## src/rtl/frp_pkg.sv

```systemverilog
package frp_pkg;

	localparam int MAX_LEN    = 256;
	localparam int COUNT_W    = $clog2(MAX_LEN + 1);
	localparam int FIFO_DEPTH = 8;
	localparam int FIFO_AW    = $clog2(FIFO_DEPTH);
	localparam int FIFO_CW    = $clog2(FIFO_DEPTH + 1);
	localparam int DEMAND_W   = FIFO_CW + 1;

	localparam logic [7:0] CH_AT = 8'h40;
	localparam logic [7:0] CH_LF = 8'h0A;
	localparam logic [7:0] CH_CR = 8'h0D;
	localparam logic [7:0] CH_SP = 8'h20;
	localparam logic [7:0] CH_UC = 8'h43;
	localparam logic [7:0] CH_LC = 8'h63;
	localparam logic [7:0] CH_UG = 8'h47;
	localparam logic [7:0] CH_LG = 8'h67;
	localparam logic [7:0] CH_UT = 8'h54;
	localparam logic [7:0] CH_LT = 8'h74;

	typedef enum logic [2:0] {
		KIND_HDR  = 3'd0,
		KIND_WORD = 3'd1,
		KIND_DONE = 3'd2,
		KIND_DROP = 3'd3,
		KIND_ERR  = 3'd4,
		KIND_FIN  = 3'd5
	} kind_t;

	typedef enum logic [1:0] {
		PH_HDR  = 2'd0,
		PH_SEQ  = 2'd1,
		PH_SEP  = 2'd2,
		PH_QUAL = 2'd3
	} phase_t;

	typedef struct packed {
		kind_t       kind;
		logic [63:0] payload;
		logic [2:0]  word_index;
		logic [8:0]  read_length;
		logic [15:0] sample_out;
		logic        last;
	} result_t;

	typedef struct packed {
		logic [1:0] n;
		result_t    r0;
		result_t    r1;
	} push_t;

endpackage

```

## src/rtl/fastq_record_parser_2bit_packer.sv

```systemverilog
// FASTQ record parser with 2-bit base packing. One byte word is taken per
// cycle while in_ready is high; each byte passes the input register, then
// the parse step that writes a result queue. Most bytes give zero or one
// result; a byte following a held-back CR in a header line, and the
// end-of-stream word on an open record, can give two, which then leave
// the queue one by one. The 8-entry result queue decouples the sides:
// in_ready stays high while the queue can reserve two slots for each byte in
// flight, so with out_ready high the sustained rate is one byte per cycle.
// cfg_ready is always high; sample_tag is sampled when a record completes.
module fastq_record_parser_2bit_packer import frp_pkg::*; (
	input  logic        clk,
	input  logic        arst_n,
	input  logic        cfg_valid,
	output logic        cfg_ready,
	input  logic [15:0] cfg_data,
	input  logic        in_valid,
	output logic        in_ready,
	input  logic [7:0]  byte_in,
	input  logic        stream_end,
	output logic        out_valid,
	input  logic        out_ready,
	output logic [2:0]  kind,
	output logic [63:0] payload,
	output logic [2:0]  word_index,
	output logic [8:0]  read_length,
	output logic [15:0] sample_out,
	output logic        last
);

	logic [15:0]         sample_tag_q;
	logic                valid_s1;
	logic [7:0]          byte_s1;
	logic                end_s1;
	push_t               push;
	result_t             head;
	logic                not_empty;
	logic [FIFO_CW-1:0]  level;
	logic [DEMAND_W-1:0] demand;
	logic                pop;

	assign cfg_ready = 1'b1;

	// slots reserved: queue fill plus two for the byte in the register and two for a new one
	assign demand   = DEMAND_W'(level) + (valid_s1 ? DEMAND_W'(2) : DEMAND_W'(0))
		+ DEMAND_W'(2);
	assign in_ready = (demand <= DEMAND_W'(FIFO_DEPTH));

	always_ff @(posedge clk or negedge arst_n) begin
		if (!arst_n) begin
			sample_tag_q <= '0;
			valid_s1     <= 1'b0;
		end else begin
			if (cfg_valid && cfg_ready) begin
				sample_tag_q <= cfg_data;
			end
			valid_s1 <= in_valid && in_ready;
		end
	end

	always_ff @(posedge clk) begin
		if (in_valid && in_ready) begin
			byte_s1 <= byte_in;
			end_s1  <= stream_end;
		end
	end

	frp_core u_core (
		.clk        (clk),
		.arst_n     (arst_n),
		.go         (valid_s1),
		.byte_s1    (byte_s1),
		.end_s1     (end_s1),
		.sample_tag (sample_tag_q),
		.push       (push)
	);

	assign pop = not_empty && out_ready;

	frp_fifo u_fifo (
		.clk       (clk),
		.arst_n    (arst_n),
		.push      (push),
		.pop       (pop),
		.head      (head),
		.not_empty (not_empty),
		.level     (level)
	);

	assign out_valid   = not_empty;
	assign kind        = head.kind;
	assign payload     = head.payload;
	assign word_index  = head.word_index;
	assign read_length = head.read_length;
	assign sample_out  = head.sample_out;
	assign last        = head.last;

	a_queue_room: assert property (@(posedge clk) disable iff (!arst_n)
		valid_s1 |-> (DEMAND_W'(level) + DEMAND_W'(push.n) <= DEMAND_W'(FIFO_DEPTH)))
		else $error("result queue overflow");

endmodule

```

## src/rtl/frp_fifo.sv

```systemverilog
module frp_fifo import frp_pkg::*; (
	input  logic               clk,
	input  logic               arst_n,
	input  push_t              push,
	input  logic               pop,
	output result_t            head,
	output logic               not_empty,
	output logic [FIFO_CW-1:0] level
);

	result_t              mem_q [FIFO_DEPTH];
	logic [FIFO_AW-1:0]   wp_q;
	logic [FIFO_AW-1:0]   rp_q;
	logic [FIFO_CW-1:0]   level_q;
	logic [FIFO_AW-1:0]   wp_next;

	assign wp_next   = wp_q + FIFO_AW'(1);
	assign head      = mem_q[rp_q];
	assign not_empty = (level_q != '0);
	assign level     = level_q;

	always_ff @(posedge clk) begin
		if (push.n != 2'd0) begin
			mem_q[wp_q] <= push.r0;
		end
		if (push.n == 2'd2) begin
			mem_q[wp_next] <= push.r1;
		end
	end

	always_ff @(posedge clk or negedge arst_n) begin
		if (!arst_n) begin
			wp_q    <= '0;
			rp_q    <= '0;
			level_q <= '0;
		end else begin
			wp_q    <= wp_q + FIFO_AW'(push.n);
			rp_q    <= rp_q + FIFO_AW'(pop);
			level_q <= level_q + FIFO_CW'(push.n) - FIFO_CW'(pop);
		end
	end

endmodule

```

## src/rtl/frp_core.sv

```systemverilog
module frp_core import frp_pkg::*; (
	input  logic        clk,
	input  logic        arst_n,
	input  logic        go,
	input  logic [7:0]  byte_s1,
	input  logic        end_s1,
	input  logic [15:0] sample_tag,
	output push_t       push
);

	phase_t             phase_q, phase_n;
	logic               has_q, has_n;
	logic               cr_q, cr_n;
	logic               cut_q, cut_n;
	logic [63:0]        acc_q, acc_n;
	logic [COUNT_W-1:0] count_q, count_n;
	logic               halted_q, halted_n;
	push_t              p;

	function automatic logic [1:0] base_code(input logic [7:0] c);
		logic [1:0] code;
		code = 2'd0;
		if (c == CH_UC || c == CH_LC) begin
			code = 2'd1;
		end else if (c == CH_UG || c == CH_LG) begin
			code = 2'd2;
		end else if (c == CH_UT || c == CH_LT) begin
			code = 2'd3;
		end
		return code;
	endfunction

	function automatic result_t mk(input kind_t k, input logic [63:0] pl,
			input logic [2:0] wi, input logic [8:0] len, input logic [15:0] s);
		result_t r;
		r.kind        = k;
		r.payload     = pl;
		r.word_index  = wi;
		r.read_length = len;
		r.sample_out  = s;
		r.last        = 1'b0;
		return r;
	endfunction

	function automatic push_t add(input push_t pi, input result_t r);
		push_t po;
		po = pi;
		if (pi.n == 2'd0) begin
			po.r0 = r;
		end else begin
			po.r1 = r;
		end
		po.n = pi.n + 2'd1;
		return po;
	endfunction

	always_comb begin
		phase_n  = phase_q;
		has_n    = has_q;
		cr_n     = cr_q;
		cut_n    = cut_q;
		acc_n    = acc_q;
		count_n  = count_q;
		halted_n = halted_q;
		p        = '0;
		if (go && !halted_q) begin
			if (end_s1) begin
				if (phase_q == PH_QUAL && has_q) begin
					p = add(p, mk(KIND_DONE, 64'd0, 3'd0, 9'(count_q), sample_tag));
				end else if (phase_q != PH_HDR || has_q) begin
					p = add(p, mk(KIND_DROP, 64'd0, 3'd0, 9'd0, 16'd0));
				end
				p        = add(p, mk(KIND_FIN, 64'd0, 3'd0, 9'd0, 16'd0));
				halted_n = 1'b1;
				has_n    = 1'b0;
				cr_n     = 1'b0;
				acc_n    = '0;
			end else if (phase_q == PH_HDR && !has_q) begin
				if (byte_s1 != CH_AT) begin
					p        = add(p, mk(KIND_ERR, 64'd0, 3'd0, 9'd0, 16'd0));
					halted_n = 1'b1;
				end else begin
					has_n   = 1'b1;
					cut_n   = 1'b0;
					count_n = '0;
					acc_n   = '0;
				end
			end else if (byte_s1 == CH_LF) begin
				case (phase_q)
					PH_SEQ: begin
						if (count_q[4:0] != 5'd0) begin
							p = add(p, mk(KIND_WORD, acc_q, 3'(count_q >> 5), 9'd0, 16'd0));
						end
						acc_n = '0;
					end
					PH_QUAL: begin
						p = add(p, mk(KIND_DONE, 64'd0, 3'd0, 9'(count_q), sample_tag));
					end
					default: begin
					end
				endcase
				phase_n = phase_t'(phase_q + 2'd1);
				has_n   = 1'b0;
				cr_n    = 1'b0;
			end else begin
				has_n = 1'b1;
				cr_n  = (byte_s1 == CH_CR);
				case (phase_q)
					PH_HDR: begin
						// held-back cr is an ordinary header byte
						if (cr_q && !cut_q) begin
							p = add(p, mk(KIND_HDR, 64'(CH_CR), 3'd0, 9'd0, 16'd0));
						end
						if (byte_s1 != CH_CR) begin
							if (byte_s1 == CH_SP) begin
								cut_n = 1'b1;
							end else if (!cut_q) begin
								p = add(p, mk(KIND_HDR, 64'(byte_s1), 3'd0, 9'd0, 16'd0));
							end
						end
					end
					PH_SEQ: begin
						// held-back cr is a base of code zero
						if (cr_q && count_n < COUNT_W'(MAX_LEN)) begin
							count_n = count_n + COUNT_W'(1);
							if (count_n[4:0] == 5'd0) begin
								p = add(p, mk(KIND_WORD, acc_n,
									3'((count_n - COUNT_W'(1)) >> 5), 9'd0, 16'd0));
								acc_n = '0;
							end
						end
						if (byte_s1 != CH_CR && count_n < COUNT_W'(MAX_LEN)) begin
							acc_n   = acc_n | (64'(base_code(byte_s1)) << {~count_n[4:0], 1'b0});
							count_n = count_n + COUNT_W'(1);
							if (count_n[4:0] == 5'd0) begin
								p = add(p, mk(KIND_WORD, acc_n,
									3'((count_n - COUNT_W'(1)) >> 5), 9'd0, 16'd0));
								acc_n = '0;
							end
						end
					end
					default: begin
					end
				endcase
			end
		end
		if (p.n == 2'd1) begin
			p.r0.last = 1'b1;
		end else if (p.n == 2'd2) begin
			p.r1.last = 1'b1;
		end
	end

	assign push = p;

	always_ff @(posedge clk) begin
		acc_q <= acc_n;
	end

	always_ff @(posedge clk or negedge arst_n) begin
		if (!arst_n) begin
			phase_q  <= PH_HDR;
			has_q    <= 1'b0;
			cr_q     <= 1'b0;
			cut_q    <= 1'b0;
			count_q  <= '0;
			halted_q <= 1'b0;
		end else begin
			phase_q  <= phase_n;
			has_q    <= has_n;
			cr_q     <= cr_n;
			cut_q    <= cut_n;
			count_q  <= count_n;
			halted_q <= halted_n;
		end
	end

	a_halt_holds: assert property (@(posedge clk) disable iff (!arst_n)
		halted_q |=> halted_q)
		else $error("halted state left without reset");

	a_halt_silent: assert property (@(posedge clk) disable iff (!arst_n)
		halted_q |-> push.n == 2'd0)
		else $error("result produced while halted");

	a_last_marks_final: assert property (@(posedge clk) disable iff (!arst_n)
		(push.n == 2'd2) |-> (push.r1.last && !push.r0.last))
		else $error("last flag not on final result of a word");

	a_count_capped: assert property (@(posedge clk) disable iff (!arst_n)
		count_q <= COUNT_W'(MAX_LEN))
		else $error("base count beyond cap");

	a_two_only_on_end_or_cr: assert property (@(posedge clk) disable iff (!arst_n)
		(push.n == 2'd2) |-> (end_s1 || $past(cr_n)))
		else $error("two results without stream end or held cr");

endmodule

```

## config.mk

```make
export PLATFORM = sky130hd
export DESIGN_NAME = fastq_record_parser_2bit_packer
export DESIGN_NICKNAME = d
export VERILOG_FILES = /design/src/rtl/frp_pkg.sv /design/src/rtl/fastq_record_parser_2bit_packer.sv /design/src/rtl/frp_fifo.sv /design/src/rtl/frp_core.sv
export SDC_FILE = /design/constraint.sdc
export NUM_CORES = 1
export LEC_CHECK = 0
export CORE_MARGIN = 5
export CORE_UTILIZATION = 50
export CTS_BUF_LIST = sky130_fd_sc_hd__clkbuf_4
export DETAILED_ROUTE_END_ITERATION = 8
export DONT_BUFFER_PORTS = 1
export PLACE_DENSITY = 0.67
export SKIP_CTS_REPAIR_TIMING = 1
export SYNTH_ARGS = -nofsm -noshare
export SYNTH_HDL_FRONTEND = slang
export SYNTH_HIERARCHICAL = 1
export SYNTH_SLANG_ARGS = --single-unit
```

## constraint.sdc

```tcl
create_clock -name clk -period 13.8 [get_ports clk]
set_input_delay 2.07 -clock clk [delete_from_list [all_inputs] [get_ports clk]]
set_output_delay 2.07 -clock clk [all_outputs]
set_load 0.1 [all_outputs]
```

After elaboration in Yosys (flattened, before gate mapping)
Memory sizes are Yosys's and may differ from the RTL's.
Cells that the tools add are included.
Word-level totals
  input bits: 30
  bits in registers: 115
  memories kept: 1
  bits in writable memories: 768
Memories
  u_fifo.mem_q: depth 8, width 96, rd ports 1, clocked after Yosys merged registers in 0, write ports 2, line frp_fifo.sv:11  | result_t mem_q [FIFO_DEPTH];
Cells by class
  shifts and indexed selects: 1
  equality and inequality tests: 19
  add/subtract/negate cells: 15
  reduce and logical (&&, ||, !) cells: 39
  bitwise logic cells: 4
  muxes and demuxes: 94
  magnitude comparators: 3
Operators with widths (number)
  194-bit 2-to-1 mux: 23
  193-bit 2-to-1 mux: 5
  64-bit 2-to-1 mux: 14
  194-bit one-hot mux with 2 select lines: 2
  96-bit 2-to-1 mux: 6
  9-bit 2-to-1 mux: 11
  64-bit bitwise OR: 1
  2-bit by 6-bit << shifter with 64-bit output: 1
  8-bit by 7-bit equality test with 1-bit output, second input constant: 6
  1-bit 2-to-1 mux: 23
  2-bit 2-to-1 mux: 10
  9-bit by 1-bit adder with 9-bit output, second input constant: 2
  9-bit less-than comparator, second input constant: 2
  8-bit by 4-bit equality test with 1-bit output, second input constant: 2
  2-bit nonzero test: 8
  8-bit by 1-bit subtractor with 8-bit output, second input constant: 2
  5-bit zero test: 2
  2-bit by 1-bit adder with 2-bit output, second input constant: 4
  8-bit by 6-bit equality test with 1-bit output, second input constant: 1
  1-bit logical AND: 8
  2-bit zero test: 4
  8-bit by 4-bit inequality test with 1-bit output, second input constant: 1
  8-bit by 7-bit inequality test with 1-bit output, second input constant: 1
  7-bit AND reduction: 1
  24 further kinds: 35

Depth between registers and ports, before layout
  depth after elaboration: 29
  gate-level depth with buffers: 21
  depth with buffers taken out: 20

Cells and area by module
The synthesis kept the hierarchy.
By module, submodules not included
  frp_fifo: cells each 2029, instances 1, area each 38470.6 um^2
  frp_core: cells each 823, instances 1, area each 7059.3 um^2
  fastq_record_parser_2bit_packer: cells each 62, instances 1, area each 1063.5 um^2

Worst setup path before layout
OpenSTA, ideal clock, no wires.
  kind: reg2reg
  start point: reg u_core.count_q[0]
  end point: mem u_fifo/mem_q[1][0] (netlist name), enable pin
  period minus slack after synthesis: 10656 ps
  path slack: 3144 ps
  buffers on the path: 1
  cell stages (with the launch flop): 15
  arrival time: 9963 ps
  setup time: 692 ps
  required time: 13108 ps
  cells stage by stage: dfrtp_1 buf_4 inv_1 ha_1 nand3b_4 o21ai_0 ha_1 nand2_2 a311o_1 ha_1 a21o_1 a221oi_1 o21ai_1 o21ai_0 o31ai_1
RTL lines
  start: declaration: line frp_core.sv:16  | logic [COUNT_W-1:0] count_q, count_n;
  start signal: assignment: line frp_core.sv:173  | count_q <= count_n;
  end: declaration: line frp_fifo.sv:11

Worst setup path in the final report
  start point: reg u_fifo.rp_q[0]
  end point: out payload[16]
On the way
  cells in the longest elaborated chain, start to end: 1
RTL lines
  start: declaration: line frp_fifo.sv:13  | logic [FIFO_AW-1:0] rp_q;
  start signal: assignment: line frp_fifo.sv:38  | rp_q <= rp_q + FIFO_AW'(pop);
  memory read 8 x 96 bit
  end: declaration: line fastq_record_parser_2bit_packer.sv:23  | output logic [63:0] payload,
No other way between the ends.

==> run summary <==
GRT
--------------------------------------------------------------------------------
Total Routing Usage GR                                                    0.2386
Number of antenna violations at the first check in global routing              3
Wire length of the first global-routing pass                           178100 um
Global route overflow                                                          0
Largest net degree at the start of global routing                             69
Number of global-route vias before repair                                  28490

SETUP PATH
--------------------------------------------------------------------------------
Data arrival at the endpoint of the critical path                        4910 ps
Critical path launch point type                                        flip-flop
Logic depth of the worst register-to-register path                            14
Critical Path End Type                                               output port
Destination of the critical timing path                              payload[16]
Type of the worst setup path                                             reg2out
Worst setup slack for register-to-register paths                         7130 ps
R2R Path Start                                                       u_core/cr_q
Worst setup path startpoint                                         u_fifo/rp_q[0]
Capturing point of the worst reg2reg path                           u_fifo/mem_q[5][9]
Largest driver fanout on the critical path                                    44
Data required time of the worst path                                    11730 ps

CLOCK TREE
--------------------------------------------------------------------------------
Clock-pin slew on the worst setup and hold paths                           70 ps
Library cell used as clock root buffer                              sky130_fd_sc_hd__clkbuf_4
H-tree lvl count                                                               4
Clk_lat worst skew                                                       1140 ps
CTS tree                                                                    done
Clock Sinks                                                                  883
Clk buf depth                                                                  3
TritonCTS Buffers                                                            231

PLACEMENT
--------------------------------------------------------------------------------
RePlAce Congestion                                                        0.8400
Port-buffer cells                                                              0
Area of placed instances                                               47410 um2
HPWL after detailed placement                                           66920 um
Placed instance count                                                       4020

DETAILED ROUTING
--------------------------------------------------------------------------------
Total Wirelength                                                       119000 um
Number of DRC violations after detailed-routing iteration 0                 2226
Final routed wire length divided by cell count                          26.86 um
Total number of vias                                                       26520
1st-pass router iterations                                                     5
Vias per std cell                                                          5.987
Post-DRT Antenna Nets                                                          0
Total DRC errors in the routed layout                                          0

TIMING
--------------------------------------------------------------------------------
Setup Skew                                                              90.83 ps
Transition time at the pin with the least slew margin                    1322 ps
Crit path time final                                                     6984 ps
Final-report hold violation count                                              0
Total count of max-transition violations in the final report                   0
Setup repair after global routing missed its margin                           no
Maximum achievable frequency                                           143.2 MHz
Period utilization                                                        0.5061
Worst-case headroom to the max-slew limit                                 0.1128
Worst hold slack after final layout                                     497.8 ps
Fin Setup TNS                                                               0 ps
Final setup violation count                                                    0

FINISH
--------------------------------------------------------------------------------
Synth-to-layout area growth                                               8.037%
Most common cell after layout, fill and taps aside                  sky130_fd_sc_hd__mux2_2
Commonest cells after routing, fill and taps aside                  sky130_fd_sc_hd__mux2_2 (864), sky130_fd_sc_hd__edfxtp_1 (841), sky130_fd_sc_hd__clkbuf_4 (337), sky130_fd_sc_hd__mux4_2 (192), sky130_fd_sc_hd__nor2_1 (119)
Count of non-filler cells in the finished layout                            4430
Fraction of final layout cells sized beyond drive strength 1              0.4907
Net count, final                                                            3054
Finished Cell Area                                                     50340 um2

LOGIC SYNTHESIS
--------------------------------------------------------------------------------
Asr flop ratio synth                                                     0.04757
Synth cell types                                                              82
Post-synth EDFFs                                                             841
Synth Register Bits                                                          883
Post-synthesis sequential area ratio                                      0.5646
Mean Syn Cell Area                                                     15.99 um2
Number of instances in the synthesized netlist                              2914
Top-area cell type share of the netlist area                              0.5420
Synth Cell Area                                                        46590 um2
Cell taking the most area after synthesis                           sky130_fd_sc_hd__edfxtp_1
Top cells by area in the synthesized netlist                        sky130_fd_sc_hd__edfxtp_1 (54%), sky130_fd_sc_hd__mux2_2 (21%), sky130_fd_sc_hd__mux4_2 (9.3%)
Main flop type after synthesis                                      sky130_fd_sc_hd__edfxtp_1
Yosys warns                                                                    6

FLOORPLAN
--------------------------------------------------------------------------------
Core Area                                                              92910 um2
Die height                                                              315.3 um
I/O pin count                                                                129
Die footprint                                                          99390 um2
Number of cell rows                                                          112
Horizontal die dimension                                                315.3 um
Starting density of the core                                              0.5015

POWER AND IR DROP
--------------------------------------------------------------------------------
Internal power of the cells                                             4.841 mW
Total power per unit cell area                                      167.1 nW/um2
Part of the total power dissipated in combinational logic                  0.370
Fraction of power spent switching nets                                    0.4244
Worst IR drop on VDD                                                 0.0001062 V
Static leakage power                                                    18.47 nW
Clock group share of total power                                           0.266
Net switching power                                                     3.569 mW
Part of the power in registers                                             0.364

MIN PATH
--------------------------------------------------------------------------------
Worst Hold Class                                                         reg2reg

FLOW RUN
--------------------------------------------------------------------------------
MaxCap Viol Count                                                              0

OUTCOME
--------------------------------------------------------------------------------
Outcome                                                             finished, final reports clean

[metal layers]
layer  share of wire  wire length (um)  vias to the layer above  GRT usage
li1                -                 -                    11680          -
met1            0.41             48550                    13810     0.3058
met2            0.51             60900                      856     0.4125
met3           0.060              7109                      176    0.05114
met4           0.020              2429                        0    0.06880
met5               0                 0                        -          0
[Yosys cell counts (40+ instances only)]
library cell / instances
sky130_fd_sc_hd__edfxtp_1: 841
sky130_fd_sc_hd__a21oi_1: 66
sky130_fd_sc_hd__nor2_4: 40
sky130_fd_sc_hd__buf_2: 108
sky130_fd_sc_hd__nor2_1: 120
sky130_fd_sc_hd__nand2_1: 44
sky130_fd_sc_hd__clkbuf_1: 67
sky130_fd_sc_hd__and2_1: 47
sky130_fd_sc_hd__mux4_2: 192
sky130_fd_sc_hd__mux2_2: 864
sky130_fd_sc_hd__buf_4: 95
sky130_fd_sc_hd__a22oi_1: 66
sky130_fd_sc_hd__dfrtp_1: 42
[metrics by stage]
step                        util  setup slack [ps]  power (mW)
after floorplan                -              3144       5.818
after global placement    0.5103              7264       6.268
after detailed placement  0.5103              7247       6.277
after CTS                 0.5418              6534       8.536
after global routing      0.5418              6350       8.769
final                     0.5418              6816       8.410
[kinds of logic after synthesis]
family	Yosys count	share of synthesized area
AND/OR/NAND/NOR	355	0.04506
AO/OA/AOI/OAI	228	0.03174
XOR/XNOR	29	0.005774
buffers and inverters	314	0.03805
other	2	0.0001612
adder cells (fa/ha/maj)	25	0.007036
multiplexers	1078	0.3076
flip-flops	883	0.5646
[worst max-delay path, stage by stage (launching register included)]
cell and delay [ps]:
sky130_fd_sc_hd__dfrtp_4 1090, sky130_fd_sc_hd__buf_4 710, sky130_fd_sc_hd__buf_4 750, sky130_fd_sc_hd__mux4_2 630
sky130_fd_sc_hd__mux2_2 520
[worst min path at each step]
stage,endpoint,slack (ps),from,cells after the start
detailed placement,u_core/halted_q,490,u_core/halted_q,2
finish,u_core/halted_q,500,u_core/halted_q,2
global placement,u_core/halted_q,470,u_core/halted_q,2
global route,u_fifo/level[3],510,arst_n,0
CTS,u_fifo/rp_q[0],480,arst_n,0
floorplan,u_core/halted_q,450,u_core/halted_q,2
[state kept, by name (all words and copies together), names as in the netlist]
| register | count |
|---|---|
| u_fifo/rp_q | 3 |
| u_core/phase_q | 2 |
| u_fifo/wp_q | 3 |
| u_core/cr_q | 1 |
| sample_tag_q | 16 |
| u_core/count_q | 9 |
| u_core/halted_q | 1 |
| u_fifo/mem_q | 768 |
| u_fifo/level | 4 |
| u_core/cut_q | 1 |
| u_core/has_q | 1 |
| u_core/acc_q | 64 |
| valid_s1 | 1 |
| end_s1 | 1 |
| byte_s1 | 8 |
[area by class of cell]
class	instances	area, um2
Sequential cell	883	26320
Timing Repair Buffer	48	380.4
Tap cell	1254	1569
Clock inverter	72	395.4
Clock buffer	337	2530
Antenna cell	1	2.502
Inverter	34	127.6
Multi-Input combinational cell	1801	19020
Fill cell	7476	42570
[power groups by stage]
stage,clock (mW),combinational (mW),sequential (mW)
floorplan,0,2.82,3.00
global placement,0,3.14,3.13
detailed placement,0,3.15,3.13
CTS,2.31,3.16,3.07
global route,2.46,3.24,3.08
finish,2.23,3.11,3.06
(Power assumes the default switching activity.)
